[src/hdl/lcrs_pkg.sv]
`timescale 1ns / 1ps
// Shared types and constants for the LED cube refresh serializer.
// No dependencies; every other file in the block but lcrs_ram imports this package.
package lcrs_pkg;

   localparam int CMD_W       = 2;
   localparam int IDX_W       = 3;
   localparam int ROW_W       = 8;
   localparam int WORD_W      = 16;
   localparam int STORE_DEPTH = 64;
   localparam int ADDR_W      = 6;
   localparam int GRP_W       = 2;
   localparam int SETUP_GROUPS = 4;
   localparam int CSR_IDX_W   = 2;
   localparam int CSR_DATA_W  = 8;
   localparam int NIBBLE_W    = 4;

   // Command codes of an input item
   localparam logic [CMD_W-1:0] CMD_SET     = 2'd0;
   localparam logic [CMD_W-1:0] CMD_READ    = 2'd1;
   localparam logic [CMD_W-1:0] CMD_REFRESH = 2'd2;
   localparam logic [CMD_W-1:0] CMD_SETUP   = 2'd3;

   // Configuration register indexes
   localparam logic [CSR_IDX_W-1:0] CSR_DECODE_MODE = 2'd0;
   localparam logic [CSR_IDX_W-1:0] CSR_INTENSITY   = 2'd1;
   localparam logic [CSR_IDX_W-1:0] CSR_SCAN_LIMIT  = 2'd2;

   localparam logic [CSR_DATA_W-1:0] DECODE_MODE_RST = 8'h00;
   localparam logic [NIBBLE_W-1:0]   INTENSITY_RST   = 4'h9;
   localparam logic [NIBBLE_W-1:0]   SCAN_LIMIT_RST  = 4'hF;

   // Driver register addresses and data
   localparam logic [ROW_W-1:0] ADDR_DECODE     = 8'h09;
   localparam logic [ROW_W-1:0] ADDR_INTENSITY  = 8'h0A;
   localparam logic [ROW_W-1:0] ADDR_SCAN_LIMIT = 8'h0B;
   localparam logic [ROW_W-1:0] ADDR_SHUTDOWN   = 8'h0C;
   localparam logic [ROW_W-1:0] NORMAL_OP       = 8'h01;

   // Controller to datapath
   typedef struct packed {
      logic             accept;
      logic             issue;
      logic [CMD_W-1:0] op;
      logic [IDX_W-1:0] row;
      logic [IDX_W-1:0] plane;
      logic [GRP_W-1:0] group;
      logic             latch;
      logic             last;
   } lcrs_cmd_type;

   // Datapath to controller
   typedef struct packed {
      logic can_issue;
      logic pipe_empty;
   } lcrs_stat_type;

endpackage

[src/hdl/lcrs_chan.sv]
`timescale 1ns / 1ps
// Valid/ready channel interfaces for the request and response sides.
// Depends on lcrs_pkg for field widths.
interface lcrs_req_chan;
   import lcrs_pkg::*;
   logic                 valid;
   logic                 ready;
   logic [CMD_W-1:0]     cmd;
   logic [IDX_W-1:0]     plane;
   logic [IDX_W-1:0]     row;
   logic [IDX_W-1:0]     column;
   logic                 voxel_on;

   modport source (output valid, output cmd, output plane, output row, output column,
                   output voxel_on, input ready);
   modport sink (input valid, input cmd, input plane, input row, input column,
                 input voxel_on, output ready);
endinterface

interface lcrs_rsp_chan;
   import lcrs_pkg::*;
   logic              valid;
   logic              ready;
   logic              result_kind;
   logic [WORD_W-1:0] driver_word;
   logic              latch_now;
   logic              read_value;
   logic              last;

   modport source (output valid, output result_kind, output driver_word, output latch_now,
                   output read_value, output last, input ready);
   modport sink (input valid, input result_kind, input driver_word, input latch_now,
                 input read_value, input last, output ready);
endinterface

[src/hdl/lcrs_ram.sv]
`timescale 1ns / 1ps
// Generic single-write, single-read RAM with registered read data.
// No dependencies.
module lcrs_ram #(
   parameter int WIDTH = 8,
   parameter int DEPTH = 64
) (
   input  logic                     clock,
   input  logic                     wr_en,
   input  logic [$clog2(DEPTH)-1:0] wr_addr,
   input  logic [WIDTH-1:0]         wr_data,
   input  logic                     rd_en,
   input  logic [$clog2(DEPTH)-1:0] rd_addr,
   output logic [WIDTH-1:0]         rd_data
);
   logic [WIDTH-1:0] mem_ff [DEPTH];
   logic [WIDTH-1:0] rd_data_ff;

   always_ff @(posedge clock) begin
      if (wr_en) begin
         mem_ff[wr_addr] <= wr_data;
      end
      if (rd_en) begin
         rd_data_ff <= mem_ff[rd_addr];
      end
   end

   assign rd_data = rd_data_ff;
endmodule

[src/hdl/lcrs_ctrl.sv]
`timescale 1ns / 1ps
// Sequencing controller: takes commands and walks word counters.
// Depends on lcrs_pkg.
module lcrs_ctrl import lcrs_pkg::*; #(
   parameter int CUBE_SIZE = 8
) (
   input  logic             clock,
   input  logic             reset,
   input  logic             req_valid,
   input  logic [CMD_W-1:0] req_cmd,
   output logic             req_ready,
   input  lcrs_stat_type    stat,
   output lcrs_cmd_type     ctl
);
   localparam logic ST_IDLE = 1'b0;
   localparam logic ST_RUN  = 1'b1;
   localparam logic [IDX_W-1:0] LAST_IDX  = IDX_W'(CUBE_SIZE - 1);
   localparam logic [IDX_W-1:0] LAST_GRP  = IDX_W'(SETUP_GROUPS - 1);

   logic             state_ff, state_in;
   logic [CMD_W-1:0] op_ff, op_in;
   logic [IDX_W-1:0] outer_ff, outer_in;
   logic [IDX_W-1:0] inner_ff, inner_in;
   logic             accept, single, inner_end, outer_end, final_word, step;

   assign req_ready  = (state_ff == ST_IDLE) && stat.pipe_empty;
   assign accept     = req_valid && req_ready;
   assign single     = (op_ff == CMD_SET) || (op_ff == CMD_READ);
   assign inner_end  = (inner_ff == LAST_IDX);
   assign outer_end  = (op_ff == CMD_SETUP) ? (outer_ff == LAST_GRP) : (outer_ff == LAST_IDX);
   assign final_word = single || (inner_end && outer_end);
   assign step       = (state_ff == ST_RUN) && stat.can_issue;

   always_comb begin
      state_in = state_ff;
      op_in    = op_ff;
      outer_in = outer_ff;
      inner_in = inner_ff;
      case (state_ff)
         ST_IDLE: begin
            if (accept) begin
               state_in = ST_RUN;
               op_in    = req_cmd;
               outer_in = '0;
               inner_in = '0;
            end
         end
         ST_RUN: begin
            if (step) begin
               if (final_word) begin
                  state_in = ST_IDLE;
               end else if (inner_end) begin
                  inner_in = '0;
                  outer_in = outer_ff + 1'b1;
               end else begin
                  inner_in = inner_ff + 1'b1;
               end
            end
         end
         default: state_in = ST_IDLE;
      endcase
   end

   always_ff @(posedge clock) begin
      if (reset) begin
         state_ff <= ST_IDLE;
         op_ff    <= CMD_SET;
         outer_ff <= '0;
         inner_ff <= '0;
      end else begin
         state_ff <= state_in;
         op_ff    <= op_in;
         outer_ff <= outer_in;
         inner_ff <= inner_in;
      end
   end

   // Refresh walks planes from the top of the chain down
   assign ctl.accept = accept;
   assign ctl.issue  = step;
   assign ctl.op     = op_ff;
   assign ctl.row    = outer_ff;
   assign ctl.plane  = LAST_IDX - inner_ff;
   assign ctl.group  = outer_ff[GRP_W-1:0];
   assign ctl.latch  = inner_end;
   assign ctl.last   = final_word;

   a_inner_bound: assert property (@(posedge clock) disable iff (reset)
      (state_ff == ST_RUN) |-> (inner_ff <= LAST_IDX))
      else $error("word counter ran past the chain length");

   a_outer_bound: assert property (@(posedge clock) disable iff (reset)
      (state_ff == ST_RUN && op_ff == CMD_SETUP) |-> (outer_ff <= LAST_GRP))
      else $error("setup group counter ran past the last register");

   a_row_bound: assert property (@(posedge clock) disable iff (reset)
      (state_ff == ST_RUN && op_ff != CMD_SETUP) |-> (outer_ff <= LAST_IDX))
      else $error("row counter ran past the cube size");
endmodule

[src/hdl/lcrs_dp.sv]
`timescale 1ns / 1ps
// Datapath: voxel store, config registers, read stage and output register.
// Depends on lcrs_pkg and lcrs_ram.
module lcrs_dp import lcrs_pkg::*; #(
   parameter int CUBE_SIZE = 8
) (
   input  logic                  clock,
   input  logic                  reset,
   input  logic [IDX_W-1:0]      req_plane,
   input  logic [IDX_W-1:0]      req_row,
   input  logic [IDX_W-1:0]      req_column,
   input  logic                  req_voxel_on,
   input  logic                  csr_wr_en,
   input  logic [CSR_IDX_W-1:0]  csr_index,
   input  logic [CSR_DATA_W-1:0] csr_wr_data,
   input  lcrs_cmd_type          ctl,
   output lcrs_stat_type         stat,
   input  logic                  rsp_ready,
   output logic                  rsp_valid,
   output logic                  rsp_result_kind,
   output logic [WORD_W-1:0]     rsp_driver_word,
   output logic                  rsp_latch_now,
   output logic                  rsp_read_value,
   output logic                  rsp_last
);
   localparam logic [IDX_W:0] SIZE = (IDX_W + 1)'(CUBE_SIZE);

   // request fields, held for the whole item
   logic [IDX_W-1:0] plane_ff, row_ff, column_ff;
   logic             on_ff, inside_ff;
   logic             inside_in;

   logic [CSR_DATA_W-1:0] decode_mode_ff;
   logic [NIBBLE_W-1:0]   intensity_ff, scan_limit_ff;

   logic [STORE_DEPTH-1:0] entry_ok_ff;

   // read stage
   logic              s1_valid_ff, s1_valid_in;
   logic [CMD_W-1:0]  s1_op_ff;
   logic [IDX_W-1:0]  s1_row_ff;
   logic [GRP_W-1:0]  s1_group_ff;
   logic              s1_latch_ff, s1_last_ff, s1_hit_ff;
   logic [ADDR_W-1:0] s1_addr_ff;

   // output register
   logic              out_valid_ff, out_valid_in;
   logic              out_kind_ff, out_kind_in;
   logic [WORD_W-1:0] out_word_ff, out_word_in;
   logic              out_latch_ff, out_latch_in;
   logic              out_rv_ff, out_rv_in;
   logic              out_last_ff, out_last_in;

   logic              single, out_free, s1_adv, out_load, ram_wr_en;
   logic [ADDR_W-1:0] rd_addr;
   logic [ROW_W-1:0]  ram_rd_data, row_byte, bit_mask, wr_data;
   logic [ROW_W-1:0]  setup_addr, setup_data;

   assign inside_in = ({1'b0, req_plane} < SIZE) && ({1'b0, req_row} < SIZE)
                      && ({1'b0, req_column} < SIZE);

   always_ff @(posedge clock) begin
      if (ctl.accept) begin
         plane_ff  <= req_plane;
         row_ff    <= req_row;
         column_ff <= req_column;
         on_ff     <= req_voxel_on;
         inside_ff <= inside_in;
      end
   end

   always_ff @(posedge clock) begin
      if (reset) begin
         decode_mode_ff <= DECODE_MODE_RST;
         intensity_ff   <= INTENSITY_RST;
         scan_limit_ff  <= SCAN_LIMIT_RST;
      end else if (csr_wr_en) begin
         if (csr_index == CSR_DECODE_MODE) begin
            decode_mode_ff <= csr_wr_data;
         end
         if (csr_index == CSR_INTENSITY) begin
            intensity_ff <= csr_wr_data[NIBBLE_W-1:0];
         end
         if (csr_index == CSR_SCAN_LIMIT) begin
            scan_limit_ff <= csr_wr_data[NIBBLE_W-1:0];
         end
      end
   end

   assign single   = (ctl.op == CMD_SET) || (ctl.op == CMD_READ);
   assign rd_addr  = single ? {plane_ff, row_ff} : {ctl.plane, ctl.row};
   assign out_free = !out_valid_ff || rsp_ready;
   // a set retires from the read stage without a result
   assign s1_adv   = s1_valid_ff && ((s1_op_ff == CMD_SET) || out_free);
   assign out_load = s1_adv && (s1_op_ff != CMD_SET);

   // entries never written read as dark
   assign row_byte  = s1_hit_ff ? ram_rd_data : '0;
   assign bit_mask  = ROW_W'(1) << column_ff;
   assign wr_data   = on_ff ? (row_byte | bit_mask) : (row_byte & ~bit_mask);
   assign ram_wr_en = s1_adv && (s1_op_ff == CMD_SET) && inside_ff;

   lcrs_ram #(
      .WIDTH (ROW_W),
      .DEPTH (STORE_DEPTH)
   ) u_store (
      .clock   (clock),
      .wr_en   (ram_wr_en),
      .wr_addr (s1_addr_ff),
      .wr_data (wr_data),
      .rd_en   (ctl.issue),
      .rd_addr (rd_addr),
      .rd_data (ram_rd_data)
   );

   always_ff @(posedge clock) begin
      if (reset) begin
         entry_ok_ff <= '0;
      end else if (ram_wr_en) begin
         entry_ok_ff[s1_addr_ff] <= 1'b1;
      end
   end

   assign s1_valid_in = ctl.issue ? 1'b1 : (s1_adv ? 1'b0 : s1_valid_ff);

   always_ff @(posedge clock) begin
      if (reset) begin
         s1_valid_ff <= 1'b0;
      end else begin
         s1_valid_ff <= s1_valid_in;
      end
   end

   always_ff @(posedge clock) begin
      if (ctl.issue) begin
         s1_op_ff    <= ctl.op;
         s1_row_ff   <= ctl.row;
         s1_group_ff <= ctl.group;
         s1_latch_ff <= ctl.latch;
         s1_last_ff  <= ctl.last;
         s1_hit_ff   <= entry_ok_ff[rd_addr];
         s1_addr_ff  <= rd_addr;
      end
   end

   assign setup_addr = ADDR_DECODE + {{(ROW_W - GRP_W){1'b0}}, s1_group_ff};

   always_comb begin
      case (setup_addr)
         ADDR_DECODE:     setup_data = decode_mode_ff;
         ADDR_INTENSITY:  setup_data = {{(ROW_W - NIBBLE_W){1'b0}}, intensity_ff};
         ADDR_SCAN_LIMIT: setup_data = {{(ROW_W - NIBBLE_W){1'b0}}, scan_limit_ff};
         default:         setup_data = NORMAL_OP;
      endcase
   end

   always_comb begin
      out_kind_in  = 1'b0;
      out_word_in  = '0;
      out_latch_in = 1'b0;
      out_rv_in    = 1'b0;
      out_last_in  = s1_last_ff;
      case (s1_op_ff)
         CMD_READ: begin
            out_kind_in = 1'b1;
            out_rv_in   = inside_ff & row_byte[column_ff];
            out_last_in = 1'b1;
         end
         CMD_REFRESH: begin
            out_word_in  = {({{(ROW_W - IDX_W){1'b0}}, s1_row_ff} + 8'd1), row_byte};
            out_latch_in = s1_latch_ff;
         end
         CMD_SETUP: begin
            out_word_in  = {setup_addr, setup_data};
            out_latch_in = s1_latch_ff;
         end
         default: begin
            out_last_in = 1'b0;
         end
      endcase
   end

   assign out_valid_in = out_load ? 1'b1 : (rsp_ready ? 1'b0 : out_valid_ff);

   always_ff @(posedge clock) begin
      if (reset) begin
         out_valid_ff <= 1'b0;
      end else begin
         out_valid_ff <= out_valid_in;
      end
   end

   always_ff @(posedge clock) begin
      if (out_load) begin
         out_kind_ff  <= out_kind_in;
         out_word_ff  <= out_word_in;
         out_latch_ff <= out_latch_in;
         out_rv_ff    <= out_rv_in;
         out_last_ff  <= out_last_in;
      end
   end

   assign stat.can_issue  = !s1_valid_ff || s1_adv;
   assign stat.pipe_empty = !s1_valid_ff;

   assign rsp_valid       = out_valid_ff;
   assign rsp_result_kind = out_kind_ff;
   assign rsp_driver_word = out_word_ff;
   assign rsp_latch_now   = out_latch_ff;
   assign rsp_read_value  = out_rv_ff;
   assign rsp_last        = out_last_ff;

   a_no_rw_collide: assert property (@(posedge clock) disable iff (reset)
      ram_wr_en |-> !ctl.issue)
      else $error("store read issued while a set writes back");

   a_read_answer_shape: assert property (@(posedge clock) disable iff (reset)
      (out_valid_ff && out_kind_ff) |-> (out_word_ff == '0 && !out_latch_ff && out_last_ff))
      else $error("read answer carries driver fields");

   a_word_has_addr: assert property (@(posedge clock) disable iff (reset)
      (out_valid_ff && !out_kind_ff) |-> (out_word_ff[WORD_W-1:ROW_W] != '0 && !out_rv_ff))
      else $error("driver word without register address");
endmodule

[src/hdl/led_cube_refresh_serializer.sv]
`timescale 1ns / 1ps
// LED cube refresh serializer, top level.
// Depends on lcrs_pkg, lcrs_chan, lcrs_ram, lcrs_ctrl and lcrs_dp.
//
// Usage:
//   req_ch (valid/ready) takes one command item: set voxel, read voxel,
//   refresh all, or setup. rsp_ch (valid/ready) returns result items:
//   a read gives one answer, a refresh gives CUBE_SIZE*CUBE_SIZE driver
//   words (64 at the default size), a setup gives 4*CUBE_SIZE words; a set
//   gives nothing. The last result of an item carries last = 1.
//   csr_* writes decode_mode, intensity and scan_limit; write them only
//   while the block is idle.
// Timing:
//   The first result passes the controller state, the store read into the
//   read stage and the output register; words then stream one per cycle
//   while rsp_ch.ready allows, paced by the single store read port feeding
//   one read stage. The next item is taken once the read stage has
//   drained, even while the final result still sits in the output register.
// Reset:
//   Synchronous, active high. The cube reads dark right after reset: each
//   store entry has a written flag, cleared by reset, so no clearing pass.
// Stall:
//   When rsp_ch.ready is low the output register and read stage hold and
//   the word counters stop; nothing is lost or repeated.
module led_cube_refresh_serializer import lcrs_pkg::*; #(
   parameter int CUBE_SIZE = 8
) (
   input  logic                  clock,
   input  logic                  reset,
   lcrs_req_chan.sink            req_ch,
   lcrs_rsp_chan.source          rsp_ch,
   input  logic                  csr_wr_en,
   input  logic [CSR_IDX_W-1:0]  csr_index,
   input  logic [CSR_DATA_W-1:0] csr_wr_data
);
   lcrs_cmd_type  ctl;
   lcrs_stat_type stat;
   logic          req_ready;

   // Sequencer: accepts items and steps through the words of each
   lcrs_ctrl #(
      .CUBE_SIZE (CUBE_SIZE)
   ) u_ctrl (
      .clock     (clock),
      .reset     (reset),
      .req_valid (req_ch.valid),
      .req_cmd   (req_ch.cmd),
      .req_ready (req_ready),
      .stat      (stat),
      .ctl       (ctl)
   );

   // Store, configuration and result formatting
   lcrs_dp #(
      .CUBE_SIZE (CUBE_SIZE)
   ) u_dp (
      .clock           (clock),
      .reset           (reset),
      .req_plane       (req_ch.plane),
      .req_row         (req_ch.row),
      .req_column      (req_ch.column),
      .req_voxel_on    (req_ch.voxel_on),
      .csr_wr_en       (csr_wr_en),
      .csr_index       (csr_index),
      .csr_wr_data     (csr_wr_data),
      .ctl             (ctl),
      .stat            (stat),
      .rsp_ready       (rsp_ch.ready),
      .rsp_valid       (rsp_ch.valid),
      .rsp_result_kind (rsp_ch.result_kind),
      .rsp_driver_word (rsp_ch.driver_word),
      .rsp_latch_now   (rsp_ch.latch_now),
      .rsp_read_value  (rsp_ch.read_value),
      .rsp_last        (rsp_ch.last)
   );

   assign req_ch.ready = req_ready;
endmodule

[src/flat_wrapper.sv]
// flat-port wrapper written by rule: the top's interface ports become plain ports
module led_cube_refresh_serializer_flat import lcrs_pkg::*;
#(
   parameter int CUBE_SIZE = 8
)
  (clock, reset, csr_wr_en, csr_index, csr_wr_data, req_ch_valid, req_ch_cmd, req_ch_plane, req_ch_row, req_ch_column, req_ch_voxel_on, req_ch_ready, rsp_ch_valid, rsp_ch_result_kind, rsp_ch_driver_word, rsp_ch_latch_now, rsp_ch_read_value, rsp_ch_last, rsp_ch_ready);
  lcrs_req_chan req_ch_i ();
  lcrs_rsp_chan rsp_ch_i ();
  input  logic clock;
  input  logic reset;
  input  logic csr_wr_en;
  input  logic [CSR_IDX_W-1:0] csr_index;
  input  logic [CSR_DATA_W-1:0] csr_wr_data;
  input wire logic [$bits(req_ch_i.valid)-1:0] req_ch_valid;
  input wire logic [$bits(req_ch_i.cmd)-1:0] req_ch_cmd;
  input wire logic [$bits(req_ch_i.plane)-1:0] req_ch_plane;
  input wire logic [$bits(req_ch_i.row)-1:0] req_ch_row;
  input wire logic [$bits(req_ch_i.column)-1:0] req_ch_column;
  input wire logic [$bits(req_ch_i.voxel_on)-1:0] req_ch_voxel_on;
  output wire logic [$bits(req_ch_i.ready)-1:0] req_ch_ready;
  output wire logic [$bits(rsp_ch_i.valid)-1:0] rsp_ch_valid;
  output wire logic [$bits(rsp_ch_i.result_kind)-1:0] rsp_ch_result_kind;
  output wire logic [$bits(rsp_ch_i.driver_word)-1:0] rsp_ch_driver_word;
  output wire logic [$bits(rsp_ch_i.latch_now)-1:0] rsp_ch_latch_now;
  output wire logic [$bits(rsp_ch_i.read_value)-1:0] rsp_ch_read_value;
  output wire logic [$bits(rsp_ch_i.last)-1:0] rsp_ch_last;
  input wire logic [$bits(rsp_ch_i.ready)-1:0] rsp_ch_ready;
  assign req_ch_i.valid = req_ch_valid;
  assign req_ch_i.cmd = req_ch_cmd;
  assign req_ch_i.plane = req_ch_plane;
  assign req_ch_i.row = req_ch_row;
  assign req_ch_i.column = req_ch_column;
  assign req_ch_i.voxel_on = req_ch_voxel_on;
  assign req_ch_ready = req_ch_i.ready;
  assign rsp_ch_valid = rsp_ch_i.valid;
  assign rsp_ch_result_kind = rsp_ch_i.result_kind;
  assign rsp_ch_driver_word = rsp_ch_i.driver_word;
  assign rsp_ch_latch_now = rsp_ch_i.latch_now;
  assign rsp_ch_read_value = rsp_ch_i.read_value;
  assign rsp_ch_last = rsp_ch_i.last;
  assign rsp_ch_i.ready = rsp_ch_ready;
  led_cube_refresh_serializer #(.CUBE_SIZE(CUBE_SIZE)) u_core (.clock(clock), .reset(reset), .req_ch(req_ch_i), .rsp_ch(rsp_ch_i), .csr_wr_en(csr_wr_en), .csr_index(csr_index), .csr_wr_data(csr_wr_data));
endmodule
[config.mk]
export PLATFORM = sky130hd
export DESIGN_NAME = led_cube_refresh_serializer_flat
export DESIGN_NICKNAME = d
export VERILOG_FILES = /design/src/hdl/lcrs_pkg.sv /design/src/hdl/lcrs_chan.sv /design/src/hdl/lcrs_ram.sv /design/src/hdl/lcrs_ctrl.sv /design/src/hdl/lcrs_dp.sv /design/src/hdl/led_cube_refresh_serializer.sv /design/src/flat_wrapper.sv
export SDC_FILE = /design/constraint.sdc
export NUM_CORES = 1
export LEC_CHECK = 0
export BUFFER_PORTS_ARGS = -buffer_cell sky130_fd_sc_hd__buf_2
export CAP_MARGIN = 20
export CORE_MARGIN = 3
export CORE_UTILIZATION = 51
export CTS_CLUSTER_DIAMETER = 60
export DETAILED_ROUTE_END_ITERATION = 16
export MAX_ROUTING_LAYER = met4
export PLACE_DENSITY = 0.7
export SYNTH_ARGS = -nofsm -noshare
export SYNTH_HDL_FRONTEND = slang
export SYNTH_SLANG_ARGS = --single-unit
[constraint.sdc]
create_clock -name clock -period 3.85 [get_ports clock]
set_clock_uncertainty 0.15 [all_clocks]
set_input_delay 0.1925 -clock clock [delete_from_list [all_inputs] [get_ports clock]]
set_output_delay 0.1925 -clock clock [all_outputs]
set_load 0.1 [all_outputs]
==> Word-level counts from Yosys, hierarchy flattened <==
Memory sizes are Yosys's and may differ from the RTL's. A register that Yosys moved wholly into a read port is not among the register bits.
Cells that the tools add are included.
{ "classes": {"n_reduce_logical": 28, "n_shift": 1, "eq_ne": 17, "n_bitwise": 5, "add_sub_neg": 5, "mux": 33, "n_lt_le_gt_ge": 4} }
{ "ops": {"columns": ["op", "count"], "rows": [
  ["$or A64 B64 Y64", 1],
  ["$pmux W13 S2", 1],
  ["$pmux W8 S3", 1],
  ["$mux W3", 7],
  ["$mux W8", 2],
  ["$eq A5 B4 Y1 const B", 3],
  ["$lt A6 B7 Y1 const B", 2],
  ["$mux W1", 14],
  ["$pmux W3 S2", 2],
  ["$and A8 B8 Y8", 1],
  ["$eq A2 B2 Y1 const B", 4],
  ["$logic_and A1 B1 Y1", 8],
  ["$not A8 Y8", 1],
  ["$or A8 B8 Y8", 1],
  ["$reduce_and A2 Y1", 4],
  ["$shl A1 B3 Y8 const A", 1],
  ["$add A3 B1 Y3 const B", 2],
  ["$bmux W1 S6", 1],
  ["$demux W1 S6", 1],
  ["$eq A2 B1 Y1 const B", 3],
  ["$eq A3 B3 Y1 const B", 2],
  ["$ge A6 B1 Y1 const B", 1],
  ["$logic_not A2 Y1", 3],
  ["$mux W6", 1],
  ["other kinds (16)", 26]
]} }
{ "totals": {"elab_cells": 120, "reg_bits": 137, "inputBits": 27, "n_memories": 1, "ramBits": 512} }
{ "memory_table": {"columns": ["memory", "words", "width", "rd", "rd_clocked_by_memory_dff", "wr", "line", "rtl"], "rows": [
  ["u_core.u_dp.u_store.mem_ff", 64, 8, 1, 1, 1, "lcrs_ram.sv:16", "logic [WIDTH-1:0] mem_ff [DEPTH];"]
]} }

==> Longest topological paths before layout <==
Gate-level depths: netlist of run 1.
{ "logic_depth": {"depth_word": 8, "depth_mapped": 11} }

==> Cells and area by module <==
A second synthesis of run 1 with hierarchy kept.
{ "unflattened": {"cells_unflattened": 1571, "area_unflattened_um2": 26287.7} }
{ "by_module_without_submodules": {"columns": ["module", "seq_area_each_um2", "n_inst", "cells_per_inst", "area_each_um2"], "rows": [
  ["lcrs_ram", 15615.0, 1, 940, 20246.9],
  ["lcrs_dp", 2902.8, 1, 569, 5481.5],
  ["lcrs_ctrl", 180.2, 1, 62, 559.3]
]} }

==> Least setup slack after synthesis of run 1 <==
Ideal clock, no wire load.
{ "synth_timing": {"path_type": "reg2reg", "from": "register u_core.u_dp.column_ff[0]", "to": "memory u_core.u_dp.u_store.mem_ff[0][6] (data pin)", "arrival_ps": 3298, "setup_time_ps": 702, "period_less_slack_ps": 4150, "path_stages_with_launch": 4, "slack_ps": -300, "t_required_ps": 2998, "path_cell_list": "edfxtp_1 -> clkbuf_1 -> nand3b_1 -> o21ai_0"} }
{ "synth_between": {"elab_chain_cells": 4, "word_cells_on_any_way": 5, "classes_between": "1 x shift; 1 x mux; 3 x bitwise"} }
{ "synth_lines": {"columns": ["element", "line", "rtl"], "rows": [
  ["from (decl)", "lcrs_dp.sv:29", "logic [IDX_W-1:0] plane_ff, row_ff, column_ff;"],
  ["from (signal assigned)", "lcrs_dp.sv:66", "column_ff <= req_column;"],
  ["$shl A1 B3 Y8 *", "lcrs_dp.sv:99", "assign bit_mask = ROW_W'(1) << column_ff;"],
  ["$not A8 Y8", "lcrs_dp.sv:100", "assign wr_data = on_ff ? (row_byte | bit_mask) : (row_byte & ~bit_mask);"],
  ["$and A8 B8 Y8", "lcrs_dp.sv:100", null],
  ["$mux W8 *", "lcrs_dp.sv:100", null],
  ["net u_core.u_dp.u_store.wr_data[6]", "lcrs_ram.sv:11", "input logic [WIDTH-1:0] wr_data,"],
  ["to (decl)", "lcrs_ram.sv:16", null]
]} }
The timed path passes the listed nets; every way through them passes the cells marked *.

==> Final worst setup path of run 1 <==
{ "layout_timing": {"from": "register u_core.u_ctrl.op_ff[1]", "to": "register u_core.u_dp.u_store.rd_data_ff[2], in the netlist u_core.u_dp.u_store.rd_data[2], read port of u_core.u_dp.u_store.mem_ff (data pin)"} }
{ "layout_between": {"elab_chain_cells": 3, "word_cells_on_any_way": 4, "classes_between": "1 x eq/ne; 1 x mux; 2 x reduce/logical"} }
{ "layout_lines": {"columns": ["element", "line", "rtl"], "rows": [
  ["from (decl)", "lcrs_ctrl.sv:21", "logic [CMD_W-1:0] op_ff, op_in;"],
  ["from (signal assigned)", "lcrs_ctrl.sv:72", "op_ff <= op_in;"],
  ["$eq A2 B1 Y1 / $logic_not A2 Y1 (equally long branches)", "lcrs_dp.sv:90", "assign single = (ctl.op == CMD_SET) || (ctl.op == CMD_READ);"],
  ["$logic_or A1 B1 Y1 *", "lcrs_dp.sv:90", null],
  ["$mux W6 *", "lcrs_dp.sv:91", "assign rd_addr = single ? {plane_ff, row_ff} : {ctl.plane, ctl.row};"],
  ["to (decl)", "lcrs_ram.sv:17", "logic [WIDTH-1:0] rd_data_ff;"]
]} }
Mark *: on every way between the ends. The rest lies on a longest branch, timed or not.
A chain may end at the register's enable or synchronous reset.

==> results of run 1 <==
flip-flops by register name, indices dropped and copies added, names as in the netlist, 2 cells and up:
| name | count |
|---|---|
| u_core.u_dp.rsp_driver_word | 12 |
| u_core.u_ctrl.op_ff | 2 |
| u_core.u_dp.entry_ok_ff | 64 |
| u_core.u_dp.plane_ff | 3 |
| u_core.u_dp.s1_addr_ff | 6 |
| u_core.u_dp.intensity_ff | 4 |
| u_core.u_ctrl.inner_ff | 3 |
| u_core.u_dp.decode_mode_ff | 8 |
| u_core.u_dp.row_ff | 3 |
| u_core.u_dp.u_store.rd_data | 8 |
| u_core.u_dp.scan_limit_ff | 4 |
| u_core.u_ctrl.outer_ff | 3 |
| u_core.u_dp.s1_row_ff | 3 |
| u_core.u_dp.column_ff | 3 |
| u_core.u_dp.u_store.mem_ff | 512 |
| u_core.u_dp.s1_op_ff | 2 |
worst max-delay path: stages, from the launching register on:
cell and delay, ps:
dfxtp_1 700, nor2_4 180, buf_12 250, buf_12 200
buf_4 210, a22oi_1 270, o22ai_1 120, o21ai_0 470
nand4_1 290, nor2_1 330, and3_1 210
worst min-delay path by stage:
stage                startpoint                       end  slack, ps  cells past startpoint
3_5_place_dp    req_ch_plane[0]   u_core.u_dp.plane_ff[0]        220                      1
6_report        req_ch_plane[0]   u_core.u_dp.plane_ff[0]        160                      2
5_1_grt         req_ch_plane[0]   u_core.u_dp.plane_ff[0]        160                      2
3_3_place_gp    req_ch_voxel_on         u_core.u_dp.on_ff        220                      1
4_1_cts         req_ch_plane[0]   u_core.u_dp.plane_ff[0]        150                      2
2_1_floorplan  req_ch_column[0]  u_core.u_dp.column_ff[0]        140                      0
cell type report:
class	count	area [µm²]	area share, %
inverters	164	616	1.77
multi-input cells	1764	10200	29.4
flip-flops and latches	651	18600	53.6
well taps	765	957	2.75
repair buffers	235	2030	5.85
clock buffers	99	1960	5.65
clock inverters	25	303	0.871
diodes	1	2.50	0.00720
cells in the final DEF, fill, tap and decap left out, drive strengths merged, types with 13 or more instances in the layout:
cell type,count
a21oi,151
a22oi,147
and2,150
buf,194
clkbuf,99
clkinv,15
dfxtp,91
dlygate4sd3,41
edfxtp,560
inv,165
mux2i,13
nand2,41
nand2b,289
nand3,16
nand4,18
nor2,225
nor2b,15
nor3,59
o21ai,398
o21ba,14
o22ai,125
or4,16
metal layers:
metal	wire length (µm)	vias to the layer above	global-route usage, %
li1	-	10300	-
met1	34400	11300	37.8
met2	40200	1269	43.5
met3	8360	168	3.72
met4	2760	0	9.92
met5	0	-	-
logic make-up (layout without fill, tap and decap cells):
kind of cell	count (synthesis)	after routing
flops	651	651
mux	17	17
fa+ha+maj	7	7
xor+xnor	4	4
simple gates	854	854
other cells	1	5
buf+inv	343	523
compound gates	878	878
power groups by stage:
stage	clock, W	combinational (W)	sequential (W)
floorplan	0	0.00107	0.00801
global placement	0	0.00167	0.00800
detailed placement	0	0.00171	0.00801
CTS	0.00680	0.00175	0.00786
global route	0.00709	0.00190	0.00786
finish	0.00673	0.00178	0.00786
through the flow:
stage | util (%) | total power, W
3_3_place_gp | 55.3 | 0.00967
6_report | 59.9 | 0.0164
2_1_floorplan | - | 0.00907
3_5_place_dp | 55.3 | 0.00971
4_1_cts | 59.9 | 0.0164
5_1_grt | 59.9 | 0.0169
timing repair:
item / CTS / global route
resized for setup: 0 / 1
setup endpoints to repair: 0 / 1
hold buffers: 41 / 0
endpoints found under the hold margin: 49 / 0
==> results.md, run 1 <==
* WHS at 165 ps
* Post-route setup TNS at 0 ps
* EDFF count, synth at 560
* Most used DFF post-synth: edfxtp_1
* Final nets at 2919
* RR Startpoint: u_core.u_ctrl.op_ff[1]
* Drt drc at 0
* GRT Total Usage at 27.9%
* Hold Crit Class: in2reg
* CTS Buf Count at 69
* CTS root buf: clkbuf_16
* Detail Placement HPWL at 52200 µm
* Max Slew Vio Count at 0
* Clock Latency Late Sink at 600 ps
* Pin count of the biggest net entering global routing at 150
* Most common cell in the netlist: edfxtp_1
* Site row count at 88
* Worst Setup SP: u_core.u_ctrl.op_ff[1]
* GPL Wtd Cong at 0.897
* Register bit total from synthesis at 651
* Simple logic cell fraction of the synthesized area at 15.4%
* Initial antenna violation count at 2
* Post-synth ARST share at 0%
* Critical Path End Type: register
* Yosys cell types at 57
* Xor/xnor share of the synthesized area at 0.116%
* FF-to-FF setup slack at 320 ps
* Worst EP required at 4170 ps
* Cells after DPL at 3538
* WL/cell at 23.1 µm
* Final WS setup at 321 ps
* Vias in the first global route at 22000
* Yosys top cell by area: edfxtp_1
* Max Freq at 283 MHz
* Ports at 49
* Pwr Density at 471 nW/µm²
* Full die area at 62000 µm²
* Crit path max fanout at 47
* Status: completed
* 1st-iter DRT viols at 3209
* Tcrit/Tclk final at 91.7%
* Yosys warns at 0
* Yosys top cell area share at 55.9%
* CTS H-Tree Depth at 3
* PortBufs at 44
* Crit path arrival time at 3850 ps
* Switching Share at 24.1%
* Post-route non-filler standard cell count at 3704
* Die X at 249 µm
* Post-synthesis compound-gate area fraction at 17.1%
* Adder-cell share of the synthesized area at 0.291%
* Cell internal pwr at 0.0124 W
* Synthesized instance count at 2755
* Final number of setup-violating endpoints at 0
* GRT overflow at 0
* RSZ-0062 raised after global routing: no
* Detailed Route WL at 85700 µm
* Combinational family with the most area after synthesis: compound AO/OA/AOI/OAI gates
* Most frequent cells after synthesis: edfxtp_1 (560), o21ai_0 (364), nand2b_1 (289)
* Reg2reg path depth at 10
* Post-layout min period at 3530 ps
* Cell Area, Placed at 32100 µm²
* Syn Std Cell Area at 30100 µm²
* Clock tree buffer depth at 3
* Design area at 34700 µm²
* Pre-antenna DRT Iters at 6
* Die height at 249 µm
* Clock sinks at 651
* Syn_area_per_cell at 10.9 µm²
* Logic pwr share at 10.9%
* Worst setup endpoint: u_core.u_dp.u_store.rd_data[2]
* Wire length of the first global-routing pass at 131000 µm
* Crit Reg-Reg Endpoint: u_core.u_dp.u_store.rd_data[2]
* CTS tree: yes
* NetSw at 0.00394 W
* Initial core utilization at 51.9%
* LEAKAGE at 11.9 nW
* Peak VDD IR at 0.000370 V
* Max cap viols at 0
* Layout cell share with drive strength beyond 1 at 11.3%
* Crit path kind: reg2reg
* Antenna-violating nets left at 0
* Synth-to-Final Area Change at 15.4%
* Clock power frac at 41.1%
* Register area share after synthesis at 61.9%
* Setup WS pre-CTS at 243 ps
* Vias at 23000
* CP Launch Type: register
* Routed vias/inst at 6.20
* Clock slew seen by the registers of the worst setup and hold paths at 70 ps
* Tightest Pin Transition at 1060 ps
* Final Hold Vio Count at 0
* Leading post-synthesis cells by cell area: edfxtp_1 (56%), dfxtp_1 (6.1%), o21ai_0 (6.1%)
* Sequential power share at 48.0%
* Worst rel slew slack at 28.9%
* Fillers at 4526
* Mux cell area share after synthesis at 0.657%
* Setup Buffers After CTS at 0
* Core area at 58000 µm²
Power figures use the tool's default switching activity.
==> run 2, diff against run 1 <==
CORE_UTILIZATION = 45   (was 51)
PLACE_DENSITY = 0.64   (was 0.7)
==> run 2 against run 1 <==
Compared with the run above:
- combinational power about the same
- highest routed layer unchanged
- total power increased by 0.26%
- largest cell class unchanged
- setup slack improved by 4.4 ps
==> results.md, run 2 (same netlist as run 1, synthesis figures left out) <==
* Clock slew seen by the registers of the worst setup and hold paths at 60 ps (about the same)
* Commonest cells after routing, fill and taps aside: edfxtp_1 (560), o21ai_0 (359), nand2b_1 (289)
* 1st-iter DRT viols at 2742 (-15%)
* Worst rel slew slack at 31.8% (+2.9 points)
* Tightest Pin Transition at 1020 ps (-39.7 ps)
* Final nets at 2899 (-0.69%)
* Layout cell share with drive strength beyond 1 at 11.3% (-0.014 points)
* Detail Placement HPWL at 52600 µm (+0.78%)
* GPL Wtd Cong at 0.849 (-5.4%)
* WL met3 at 7220 µm (-14%)
* GRT overflow at 0 (unchanged)
* Hold path cells at 4 (+2)
* Max cap viols at 0 (unchanged)
* Die X at 265 µm (+6.3%)
* Clock tree buffer depth at 3 (unchanged)
* Die height at 265 µm (+6.3%)
* Clock Latency Late Sink at 620 ps (+20 ps)
* LEAKAGE at 11.8 nW (-0.91%)
* Post-route setup TNS at 0 ps (unchanged)
* CP Launch Type: register
* CTS root buf: clkbuf_16
* Max Used Layer: met4
* Reg2reg path depth at 8 (-2)
* Critical Path End Type: register
* RSZ-0062 raised after global routing: no
* Logic pwr share at 10.7% (-0.2 points)
* Detailed Route WL at 87200 µm (+1.7%)
* Final number of setup-violating endpoints at 0 (unchanged)
* Tcrit/Tclk final at 91.6% (-0.11 points)
* Crit path arrival time at 3860 ps (about the same)
* Clock power frac at 41.4% (+0.3 points)
* # resized after CTS at 0 (unchanged)
* WL/cell at 23.0 µm (-0.53%)
* Max Freq at 284 MHz (+0.12%)
* Ports at 49 (unchanged)
* Initial core utilization at 45.6% (-6.3 points)
* Vias at 22700 (-1.0%)
* Switching Share at 24.6% (+0.58 points)
* Crit path kind: reg2reg
* Ant diodes at 0 (-1)
* Initial antenna violation count at 0 (-2)
* Synth-to-Final Area Change at 15.1%
* Routed vias/inst at 6.00 (-3.2%)
* Hold Crit Class: in2reg
* Site row count at 94 (+6.8%)
* Clock sinks at 651 (unchanged)
* Vias in the first global route at 22100 (+0.12%)
* GRT Total Usage at 25.3% (-2.6 points)
* Largest register FFs at 512 (unchanged)
* NetSw at 0.00404 W (+2.7%)
* CTS Buf Count at 71 (+2.9%)
* Commonest non-fill, non-tap cell in the layout: edfxtp_1
* Final Hold Vio Count at 0 (unchanged)
* Post-layout min period at 3530 ps (-4.36 ps)
* WL met2 at 40700 µm (+1.3%)
* CTS tree: yes
* Pin count of the biggest net entering global routing at 113 (-25%)
* Sequential power share at 47.9% (about the same)
* Pwr Density at 473 nW/µm² (+0.54%)
* WL met1 at 36200 µm (+5.1%)
* Wire length of the first global-routing pass at 132000 µm (+0.79%)
* Max Slew Vio Count at 0 (unchanged)
* Antenna-violating nets left at 0 (unchanged)
* Status: completed
* CTS H-Tree Depth at 3 (unchanged)
* Crit path max fanout at 40 (-15%)
* Largest reg by FF count: u_core.u_dp.u_store.mem_ff
* Core area at 66000 µm² (+14%)
* Drt drc at 0 (unchanged)
* Pre-antenna DRT Iters at 6 (unchanged)
* Worst EP required at 4190 ps (+20 ps)
* Peak VDD IR at 0.000323 V (-13%)
* WHS at 35.9 ps (-129 ps)
* PortBufs at 44 (unchanged)
* Full die area at 70000 µm² (+13%)
* Fillers at 5589 (+23%)
* Cell internal pwr at 0.0124 W (-0.51%)
[run 2: area by class of cell]
class,instances,area [µm²],area share [%]
multi-input cells,1764,10200,29.5
inverters,164,616,1.78
well taps,864,1080,3.12
repair buffers,213,1760,5.08
clock inverters,31,251,0.726
flip-flops and latches,651,18600,53.8
clock buffers,101,2080,5.99
[run 2: path summary, 6_finish.rpt]
| path | from | end | slack [ps] |
|---|---|---|---|
| worst min register to register | u_core.u_dp.entry_ok_ff[25] | u_core.u_dp.entry_ok_ff[25] | 320 |
| worst min-delay path | csr_index[0] | u_core.u_dp.intensity_ff[2] | 40 |
| worst max-delay path | u_core.u_ctrl.op_ff[1] | u_core.u_dp.s1_hit_ff | 320 |
| worst max register to register | u_core.u_ctrl.op_ff[1] | u_core.u_dp.s1_hit_ff | 320 |
[run 2: stage by stage]
step | instances | utilization, % | setup slack, ps | instance area [µm²] | total power, W
floorplan | 2758 | - | 430 | 30100 | 0.00907
global placement | 3624 | 48.5 | 444 | 32000 | 0.00968
detailed placement | 3624 | 48.5 | 422 | 32000 | 0.00971
CTS | 3788 | 52.5 | 391 | 34700 | 0.0165
global route | 3788 | 52.5 | 202 | 34700 | 0.0169
finish | 3788 | 52.5 | 325 | 34700 | 0.0164
[run 2: critical path, cell delays in order (launching register included)]
cell	delay (ps)
dfxtp_1	690
mux2_4	730
buf_12	280
buf_4	210
a21oi_1	50
o21ai_0	490
nand4_1	340
nor2_1	250
and3_1	170
[run 2: repair_timing]
item	CTS	global route
hold buffers	32	0
buffers inserted	0	0
endpoints found under the hold margin	31	0
[run 2: routing by layer]
| metal | global-route usage (%) | vias up |
|---|---|---|
| met5 | - | - |
| met4 | 10.1 | 0 |
| met3 | 3.12 | 176 |
| met2 | 39.8 | 1085 |
| met1 | 33.6 | 11200 |
| li1 | - | 10200 |
[run 2: power by group through the flow]
stage / combinational, W / clock, W / sequential, W
after global routing: 0.00189 / 0.00717 / 0.00786
after CTS: 0.00174 / 0.00688 / 0.00786
after global placement: 0.00168 / 0 / 0.00800
final: 0.00176 / 0.00679 / 0.00786
after detailed placement: 0.00170 / 0 / 0.00801
after floorplan: 0.00107 / 0 / 0.00801
